[src/rtl/chfd_pkg.sv]
// Shared types and constants for the CRC-checked humidity frame decoder.
package chfd_pkg;

    localparam logic [7:0] CRC_INIT = 8'hFF;
    localparam logic [7:0] CRC_POLY = 8'h31;

    localparam logic [14:0] TEMP_SPAN_CENTI   = 15'd17500;
    localparam logic [13:0] HUMID_SPAN_CENTI  = 14'd10000;
    localparam logic [15:0] TEMP_OFFSET_CENTI = 16'd4500;
    localparam logic [15:0] RAW_FULL_SCALE    = 16'hFFFF;

    // Byte positions within a frame
    localparam logic [2:0] POS_TEMP_HI  = 3'd0;
    localparam logic [2:0] POS_TEMP_LO  = 3'd1;
    localparam logic [2:0] POS_TEMP_CRC = 3'd2;
    localparam logic [2:0] POS_HUM_HI   = 3'd3;
    localparam logic [2:0] POS_HUM_LO   = 3'd4;
    localparam logic [2:0] POS_HUM_CRC  = 3'd5;

    // CRC status codes
    localparam logic [1:0] STAT_OK        = 2'd0;
    localparam logic [1:0] STAT_TEMP_BAD  = 2'd1;
    localparam logic [1:0] STAT_HUMID_BAD = 2'd2;

    typedef struct packed {
        logic [7:0] rx_byte;
        logic       frame_start;
    } t_in_item;

    typedef struct packed {
        logic signed [14:0] temperature_centi;
        logic [13:0]        humidity_centi;
        logic [1:0]         crc_status;
    } t_out_item;

    // One complete frame handed from front to back
    typedef struct packed {
        logic [15:0] temp_raw;
        logic [15:0] humid_raw;
        logic [1:0]  crc_status;
    } t_frame;

endpackage

[src/rtl/crc_checked_humidity_frame_decoder.sv]
// Top level of the CRC-checked humidity frame decoder.
//
//   channel  direction  handshake                  payload
//   in       input      i_in_valid / o_in_ready    i_in_item  (rx_byte, frame_start)
//   out      output     o_out_valid / i_out_ready  o_out_item (temperature, humidity, status)
//
// One byte per cycle is accepted while the frame queue has room.
// After the sixth byte a frame passes the queue, the multiply register and the divide-by-65535 output register.
// The front end takes bytes while the back end stalls, until QUEUE_DEPTH frames wait.
// Synchronous active-low reset clears position, raw words and all valid flags and sets the CRC to CRC_INIT.
module crc_checked_humidity_frame_decoder #(
    parameter int QUEUE_DEPTH = 2
) (
    input  logic                i_clk,
    input  logic                i_rst_n,
    input  logic                i_in_valid,
    output logic                o_in_ready,
    input  chfd_pkg::t_in_item  i_in_item,
    output logic                o_out_valid,
    input  logic                i_out_ready,
    output chfd_pkg::t_out_item o_out_item
);
    import chfd_pkg::*;

    logic   accept;
    logic   push;
    logic   q_full;
    logic   q_nonempty;
    logic   pop;
    t_frame front_frame;
    t_frame q_frame;

    // Hold input while the queue is full; a sixth byte could not be stored
    assign o_in_ready = !q_full;
    assign accept     = i_in_valid && o_in_ready;

    chfd_front u_front (
        .i_clk    (i_clk),
        .i_rst_n  (i_rst_n),
        .i_accept (accept),
        .i_item   (i_in_item),
        .o_push   (push),
        .o_frame  (front_frame)
    );

    chfd_queue #(
        .DEPTH (QUEUE_DEPTH)
    ) u_queue (
        .i_clk      (i_clk),
        .i_rst_n    (i_rst_n),
        .i_push     (push),
        .i_frame    (front_frame),
        .i_pop      (pop),
        .o_full     (q_full),
        .o_nonempty (q_nonempty),
        .o_frame    (q_frame)
    );

    chfd_back u_back (
        .i_clk   (i_clk),
        .i_rst_n (i_rst_n),
        .i_valid (q_nonempty),
        .i_frame (q_frame),
        .o_pop   (pop),
        .o_valid (o_out_valid),
        .i_ready (i_out_ready),
        .o_item  (o_out_item)
    );

endmodule

[src/rtl/chfd_front.sv]
// Front end: tracks byte position, runs the CRC and assembles frames.
module chfd_front (
    input  logic            i_clk,
    input  logic            i_rst_n,
    input  logic            i_accept,
    input  chfd_pkg::t_in_item i_item,
    output logic            o_push,
    output chfd_pkg::t_frame o_frame
);
    import chfd_pkg::*;

    logic [2:0]  r_pos, n_pos;
    logic [7:0]  r_crc, n_crc;
    logic [15:0] r_temp_raw, n_temp_raw;
    logic [15:0] r_humid_raw, n_humid_raw;
    logic        r_temp_bad, n_temp_bad;
    logic [2:0]  pos;
    logic [7:0]  crc_base;
    logic [7:0]  crc_fed;

    function automatic logic [7:0] crc_feed(input logic [7:0] crc, input logic [7:0] b);
        logic [7:0] c;
        c = crc ^ b;
        for (int k = 0; k < 8; k++) begin
            if (c[7]) begin
                c = {c[6:0], 1'b0} ^ CRC_POLY;
            end else begin
                c = {c[6:0], 1'b0};
            end
        end
        return c;
    endfunction

    always_comb begin
        // A frame start or an impossible position restarts the frame
        if (i_item.frame_start || r_pos > POS_HUM_CRC) begin
            pos      = POS_TEMP_HI;
            crc_base = CRC_INIT;
        end else begin
            pos      = r_pos;
            crc_base = r_crc;
        end
        crc_fed = crc_feed(crc_base, i_item.rx_byte);
    end

    always_comb begin
        n_pos       = r_pos;
        n_crc       = r_crc;
        n_temp_raw  = r_temp_raw;
        n_humid_raw = r_humid_raw;
        n_temp_bad  = r_temp_bad;
        o_push      = 1'b0;
        if (i_accept) begin
            n_pos = (pos >= POS_HUM_CRC) ? POS_TEMP_HI : pos + 3'd1;
            case (pos)
                POS_TEMP_HI: begin
                    n_crc      = crc_fed;
                    n_temp_raw = {i_item.rx_byte, r_temp_raw[7:0]};
                end
                POS_TEMP_LO: begin
                    n_crc      = crc_fed;
                    n_temp_raw = {r_temp_raw[15:8], i_item.rx_byte};
                end
                POS_TEMP_CRC: begin
                    n_temp_bad = (crc_base != i_item.rx_byte);
                    n_crc      = CRC_INIT;
                end
                POS_HUM_HI: begin
                    n_crc       = crc_fed;
                    n_humid_raw = {i_item.rx_byte, r_humid_raw[7:0]};
                end
                POS_HUM_LO: begin
                    n_crc       = crc_fed;
                    n_humid_raw = {r_humid_raw[15:8], i_item.rx_byte};
                end
                default: begin
                    n_crc  = CRC_INIT;
                    o_push = 1'b1;
                end
            endcase
        end
    end

    always_comb begin
        o_frame.temp_raw  = r_temp_raw;
        o_frame.humid_raw = r_humid_raw;
        if (r_temp_bad) begin
            o_frame.crc_status = STAT_TEMP_BAD;
        end else if (crc_base != i_item.rx_byte) begin
            o_frame.crc_status = STAT_HUMID_BAD;
        end else begin
            o_frame.crc_status = STAT_OK;
        end
    end

    always_ff @(posedge i_clk) begin
        if (!i_rst_n) begin
            r_pos       <= POS_TEMP_HI;
            r_crc       <= CRC_INIT;
            r_temp_raw  <= '0;
            r_humid_raw <= '0;
            r_temp_bad  <= 1'b0;
        end else begin
            r_pos       <= n_pos;
            r_crc       <= n_crc;
            r_temp_raw  <= n_temp_raw;
            r_humid_raw <= n_humid_raw;
            r_temp_bad  <= n_temp_bad;
        end
    end

endmodule

[src/rtl/chfd_queue.sv]
// Short frame queue between the front end and the scaling back end.
module chfd_queue #(
    parameter int DEPTH = 2
) (
    input  logic             i_clk,
    input  logic             i_rst_n,
    input  logic             i_push,
    input  chfd_pkg::t_frame i_frame,
    input  logic             i_pop,
    output logic             o_full,
    output logic             o_nonempty,
    output chfd_pkg::t_frame o_frame
);
    import chfd_pkg::*;

    localparam int AW = (DEPTH > 1) ? $clog2(DEPTH) : 1;
    localparam int CW = $clog2(DEPTH + 1);

    t_frame        r_mem [DEPTH];
    logic [AW-1:0] r_wr_ptr, n_wr_ptr;
    logic [AW-1:0] r_rd_ptr, n_rd_ptr;
    logic [CW-1:0] r_count, n_count;
    logic          do_push;
    logic          do_pop;

    assign o_full     = (r_count == CW'(DEPTH));
    assign o_nonempty = (r_count != '0);
    assign o_frame    = r_mem[r_rd_ptr];
    assign do_push    = i_push && !o_full;
    assign do_pop     = i_pop && o_nonempty;

    always_comb begin
        n_wr_ptr = r_wr_ptr;
        n_rd_ptr = r_rd_ptr;
        if (do_push) begin
            n_wr_ptr = (r_wr_ptr == AW'(DEPTH - 1)) ? '0 : r_wr_ptr + AW'(1);
        end
        if (do_pop) begin
            n_rd_ptr = (r_rd_ptr == AW'(DEPTH - 1)) ? '0 : r_rd_ptr + AW'(1);
        end
        n_count = r_count + CW'(do_push) - CW'(do_pop);
    end

    always_ff @(posedge i_clk) begin
        if (do_push) begin
            r_mem[r_wr_ptr] <= i_frame;
        end
    end

    always_ff @(posedge i_clk) begin
        if (!i_rst_n) begin
            r_wr_ptr <= '0;
            r_rd_ptr <= '0;
            r_count  <= '0;
        end else begin
            r_wr_ptr <= n_wr_ptr;
            r_rd_ptr <= n_rd_ptr;
            r_count  <= n_count;
        end
    end

endmodule

[src/rtl/chfd_back.sv]
// Back end: scales raw words to centi-units in a two-stage pipeline.
module chfd_back (
    input  logic              i_clk,
    input  logic              i_rst_n,
    input  logic              i_valid,
    input  chfd_pkg::t_frame  i_frame,
    output logic              o_pop,
    output logic              o_valid,
    input  logic              i_ready,
    output chfd_pkg::t_out_item o_item
);
    import chfd_pkg::*;

    logic        r_a_vld;
    logic [30:0] r_t_prod;
    logic [29:0] r_h_prod;
    logic [1:0]  r_a_status;
    logic        r_o_vld;
    t_out_item   r_o_item, n_o_item;
    logic        a_en;
    logic        o_en;
    logic [15:0] t_quot;
    logic [15:0] h_quot;
    logic [15:0] temp_s;

    // floor(x / 65535) for x < 2^31: x = q*65535 + (q + r), and q + r < 2*65535
    function automatic logic [15:0] div_full_scale(input logic [30:0] x);
        logic [14:0] q;
        logic [16:0] s;
        q = x[30:16];
        s = {2'b00, q} + {1'b0, x[15:0]};
        return {1'b0, q} + ((s >= {1'b0, RAW_FULL_SCALE}) ? 16'd1 : 16'd0);
    endfunction

    assign o_en    = !r_o_vld || i_ready;
    assign a_en    = !r_a_vld || o_en;
    assign o_pop   = i_valid && a_en;
    assign o_valid = r_o_vld;
    assign o_item  = r_o_item;

    always_comb begin
        t_quot = div_full_scale(r_t_prod);
        h_quot = div_full_scale({1'b0, r_h_prod});
        temp_s = t_quot - TEMP_OFFSET_CENTI;
        n_o_item.temperature_centi = $signed(temp_s[14:0]);
        n_o_item.humidity_centi    = h_quot[13:0];
        n_o_item.crc_status        = r_a_status;
    end

    always_ff @(posedge i_clk) begin
        if (a_en) begin
            r_t_prod   <= 31'(TEMP_SPAN_CENTI * i_frame.temp_raw);
            r_h_prod   <= 30'(HUMID_SPAN_CENTI * i_frame.humid_raw);
            r_a_status <= i_frame.crc_status;
        end
        if (o_en) begin
            r_o_item <= n_o_item;
        end
    end

    always_ff @(posedge i_clk) begin
        if (!i_rst_n) begin
            r_a_vld <= 1'b0;
            r_o_vld <= 1'b0;
        end else begin
            if (a_en) begin
                r_a_vld <= i_valid;
            end
            if (o_en) begin
                r_o_vld <= r_a_vld;
            end
        end
    end

endmodule
[config.mk]
export PLATFORM = sky130hd
export DESIGN_NAME = crc_checked_humidity_frame_decoder
export DESIGN_NICKNAME = d
export VERILOG_FILES = /design/src/rtl/chfd_pkg.sv /design/src/rtl/crc_checked_humidity_frame_decoder.sv /design/src/rtl/chfd_front.sv /design/src/rtl/chfd_queue.sv /design/src/rtl/chfd_back.sv
export SDC_FILE = /design/constraint.sdc
export NUM_CORES = 1
export LEC_CHECK = 0
export BUFFER_PORTS_ARGS = -buffer_cell sky130_fd_sc_hd__buf_4
export CORE_ASPECT_RATIO = 2
export CORE_MARGIN = 2
export CORE_UTILIZATION = 50
export DETAILED_ROUTE_END_ITERATION = 10
export PLACE_DENSITY = 0.66
export SLEW_MARGIN = 20
export SYNTH_ARGS = -nofsm -noshare
export SYNTH_HDL_FRONTEND = slang
export SYNTH_SLANG_ARGS = --single-unit
[constraint.sdc]
create_clock -name i_clk -period 19.07 [get_ports i_clk]
set_clock_uncertainty 0.15 [all_clocks]
set_input_delay 0.9535 -clock i_clk [delete_from_list [all_inputs] [get_ports i_clk]]
set_output_delay 0.9535 -clock i_clk [all_outputs]
set_load 0.005 [all_outputs]
# After elaboration in Yosys (flattened, before gate mapping)
# Memories as Yosys holds them, arrays and structs flattened. A register that Yosys moved wholly into a read port is not among the register bits.
# Index checks and enable logic that the tools add are counted.
# totals
ff_bits	138
mem_bits_rw	68
wordCells	99
mem_count	1
# mem_list
memory	depth	word_bits	rd	rd_clocked_by_memory_dff	wr	line_no	rtl
u_queue.r_mem	2	34	1	1	1	chfd_queue.sv:19	t_frame r_mem [DEPTH];
# classes
addsub	10
mul	2
n_lt_le_gt_ge	4
n_eq_ne	6
mux	26
n_bitwise	13
reduce_logical	19
# op_table
operator	count
case mux 16 bit (2 select lines)	2
2-to-1 mux 6 bit	8
>= comparator 17 x 16 -> 1 bit (second input constant)	2
multiplier 13 x 16 -> 29 bit (first input constant)	1
multiplier 10 x 16 -> 26 bit (first input constant)	1
NOT 3 bit	8
adder 14 x 16 -> 17 bit	1
adder 15 x 16 -> 17 bit	1
2-to-1 mux 8 bit	2
adder 15 bit	1
subtractor 15 x 13 -> 15 bit (second input constant)	1
adder 14 bit	1
AND reduction 3 bit	4
2-to-1 mux 1 bit	10
inequality test 8 bit	1
XOR 8 bit	1
== test 3 x 2 -> 1 bit (second input constant)	2
2-to-1 mux 3 bit	2
OR reduction 5 bit	1
logical AND 1 bit	4
2-to-1 mux 2 bit	2
NOT 1 bit	4
OR reduction 4 bit	1
adder 3 x 1 -> 3 bit (second input constant)	1
13 further kinds	18

# Depth between registers and ports, before layout
# depth
depth_word	21
depth_mapped	22
depth_no_buf	20

# Modules after synthesis
# A second synthesis with hierarchy kept.
# hier_totals
cells_unflattened	1345
area_unflattened_um2	15252.1
# by_module_without_submodules
module	n_inst	cells_per_inst	area_each_um2	seq_area_each_um2
chfd_back	1	981	10105.9	2682.6
chfd_queue	1	133	2845.2	2142.1
chfd_front	1	229	2290.9	880.8
crc_checked_humidity_frame_decoder	1	2	10.0	0.0

# Worst setup path after synthesis
# No wires, ideal clock.
# synth_timing
path_type	register to register
from	reg with a tool-made name
to	reg u_back.r_t_prod[28] (data pin)
setup_time_ps	261
t_arrival_ps	5630
required_time_ps	18659
setup_slack_ps	13029
path_stages_with_launch	23
n_path_buf	2
path_cell_list	dfxtp_1 -> clkbuf_1 -> clkbuf_1 -> mux2i_1 -> inv_1 -> ha_1 -> inv_1 -> fa_1 -> inv_1 -> ha_1 -> fa_1 -> inv_1 -> fa_1 -> inv_1 -> ha_1 -> a21o_1 -> a21o_1 -> a221oi_1 -> a21oi_1 -> nor2_1 -> a21oi_1 -> and4_1 -> a311o_1
# synth_rtl
item	line_no	rtl
end signal: assignment	chfd_back.sv:52	r_t_prod <= 31'(TEMP_SPAN_CENTI * i_frame.temp_raw);
end: declaration	chfd_back.sv:15	logic [30:0] r_t_prod;

==> results.txt <==
async set or reset register ratio after synthesis - 0
area grow syn2layout - 9.42%
fin util - 0.557
Placed Instances - 1681
cell mode on critical path - inv_1
Initial DRT Pass Iterations - 5
Post-CTS Setup Inserts - 0
Core ar. - 28800 sq um
Synth top area share - 0.319
Final #Nets - 1639
Max-slew headroom - 0.501
Post-Synthesis Cells - 1291
Die Height - 246 microns
flops & latches, synth - 207
Final ANT Viol Nets - 0
crit path buf inv count - 6
# clock sinks - 207
Via density - 5.25
max-slew violation count - 0
hold-fix buffers at CTS - 0
hpwl dp - 21900 microns
hold path cells - 0
CP Class - flip-flop to flip-flop
reg-to-reg setup timing slack - 12.91 ns
sequential share of the synthesized area - 0.388
reg-to-reg endpoint - u_back.r_t_prod[28]
ant diodes - 0
most common cell in the netlist - inv_1
CP Launch Type - flip-flop
Max-Cap Viols - 0
Synth Cell Area - 14700 sq um
layout cell share with drive strength beyond 1 - 0.0834
Total Wirelength - 26600 microns
met2 global-route usage - 0.359
final setup fails - 0
Largest stage delay, worst path - 0.52 ns
r2r worst-path depth - 21
Commonest cells post-synth - inv_1, ha_1, edfxtp_1, fa_1, xnor2_1
IO Pins - 46
crit path time final - 6.16 ns
CTS max path bufs - 3
CP max FO - 34
setup TNS - 0 ns
critical-path cell list - buf_4, mux2i_1, inv_1, ha_1, inv_1, fa_1, inv_1, ha_1, fa_1, inv_1, fa_1, inv_1, ha_1, a21o_1, a21o_1, a221oi_1, a21oi_1, nor2_1, a21oi_1, and4_1, a311o_1
via count - 9008
initial antenna violation count - 0
synth warn - 0
worst skew pair latency - 0.51 ns
GRT busiest layer - met2
GR Layer Usage met3 - 0.0174
Period Utilization, post-route - 0.323
RePlAce Congestion - 0.874
CP top delay family - adder cells
Final Hold Violating Endpoints - 0
WP data required - 19.16 ns
critical path's slowest cell - fa_1
status - completed
post_cts resized - 0
worst path arrival time - 6.26 ns
Hold WC Path Type - flip-flop to flip-flop
vias in the first global route - 9371
Synth area leader - edfxtp_1
grt met1 use - 0.182
PortBufs - 45
top_reg_cell synth - edfxtp_1
RSZ-0062 raised after global routing - false
largest net degree at the start of global routing - 59
global route total overflow - 0
# DRC - 0
Slew @ Worst Pin - 0.749 ns
hold path startpoint - u_back.r_a_status[0]
Initial Util - 0.509
EDFF count, synth - 156
htree depth - 1
maximum clock frequency - 162 MHz
endpoint type of the worst setup path - flip-flop
CTS tree - done
Die Area - 30900 sq um
Synth Area per Inst - 11.4 sq um
Worst-path clk slew - 0.06 ns
hold path endpoint - u_back.o_item[0]
top cells by area, synth - edfxtp_1, ha_1, fa_1
hold slack final - 0.277 ns
gr usage total - 0.179
Layout Cells excl Fill - 1715
Syn Nets - 1588
Die Span X - 125 microns
Synth cell types - 65
row count - 88
per-cell routed wire length - 15.5 microns
iteration-0 DRC count of the detailed router - 219
CTS Root Cell - clkbuf_16
first-pass GRT wire length - 44800 microns
CTS Buf Count - 19
final cells by class:
type	count	area, sq um
Timing Repair Buffer	50	375
Fill cell	2503	12800
Multi-Input combinational cell	855	8120
Clock buffer	22	517
Sequential cell	207	5710
Clock inverter	12	124
Inverter	209	785
Tap cell	360	450
worst register-to-register path, stage by stage, from the launching register on:
cell and delay, ns:
dfxtp_2 0.31, buf_4 0.42, mux2i_1 0.46, inv_1 0.22, ha_1 0.33, inv_1 0.05, fa_1 0.49, inv_1 0.04
ha_1 0.30, fa_1 0.48, inv_1 0.05, fa_1 0.52, inv_1 0.04, ha_1 0.36, a21o_1 0.20, a21o_1 0.17
a221oi_1 0.36, a21oi_1 0.16, nor2_1 0.13, a21oi_1 0.12, and4_1 0.23, a311o_1 0.31
cell families after synthesis:
family | after synthesis | share of synthesized area
AOI/OAI and AO/OA | 188 | 0.0830
xor gates and xnor gates | 99 | 0.0590
adders and majority gates | 284 | 0.284
buffers and inverters | 229 | 0.0596
DFF | 207 | 0.388
muxes | 69 | 0.0484
and+or+nand+nor | 215 | 0.0778
cells in the final DEF, fill, tap and decap left out, types with 11 or more instances in the layout:
master     count
inv_1        209
a211oi_1      11
a21o_1        21
dfxtp_1       50
nand2b_1      12
o21ai_0       34
fa_1          82
o21a_1        13
nor3_1        13
mux2_2        16
clkbuf_16     19
nand2_1       30
nor2_1        46
edfxtp_1     156
nor2b_1       45
xor2_1        38
buf_4         50
ha_1         202
mux2i_1       53
xnor2_1       61
nand3_1       22
a21oi_1       60
state kept, by name, summed over array words and instances (netlist names), named ones only:
signal,count
u_front.r_temp_bad,1
u_back.o_valid,1
u_queue.r_count,2
u_queue.r_wr_ptr,1
u_front.r_pos,3
u_front.r_crc,8
u_front.r_humid_raw,16
u_back.r_h_prod,26
u_back.o_item,31
u_queue.r_mem,68
u_back.r_t_prod,29
u_back.r_a_vld,1
u_front.r_temp_raw,16
u_back.r_a_status,2
u_queue.r_rd_ptr,1
worst max-delay path by stage:
stage                                     end  depth (start not counted)  slack [ns]       from
after floorplan           u_back.r_t_prod[28]                         22       13.03  flip-flop
after global placement    u_back.r_t_prod[28]                         21       12.97  flip-flop
after detailed placement  u_back.r_t_prod[28]                         21       12.90  flip-flop
after CTS                 u_back.r_t_prod[28]                         21       12.88  flip-flop
after global routing      u_back.r_t_prod[28]                         21       12.42  flip-flop
final                     u_back.r_t_prod[28]                         21       12.91  flip-flop
per-layer routing:
metal | up-vias | part of all wire
li1 | 4558 | -
met5 | - | 0
met3 | 58 | 0.025
met1 | 4265 | 0.37
met2 | 127 | 0.56
met4 | 0 | 0.045
per-stage QoR:
stage	cell area [sq um]	worst slack [ns]
floorplan	14700	13.03
global placement	15400	12.97
detailed placement	15400	12.90
CTS	16100	12.88
global route	16100	12.42
finish	16100	12.91
Power is not shown: default switching activity piles up to over one toggle a cycle in this logic, so the estimate is an artifact.
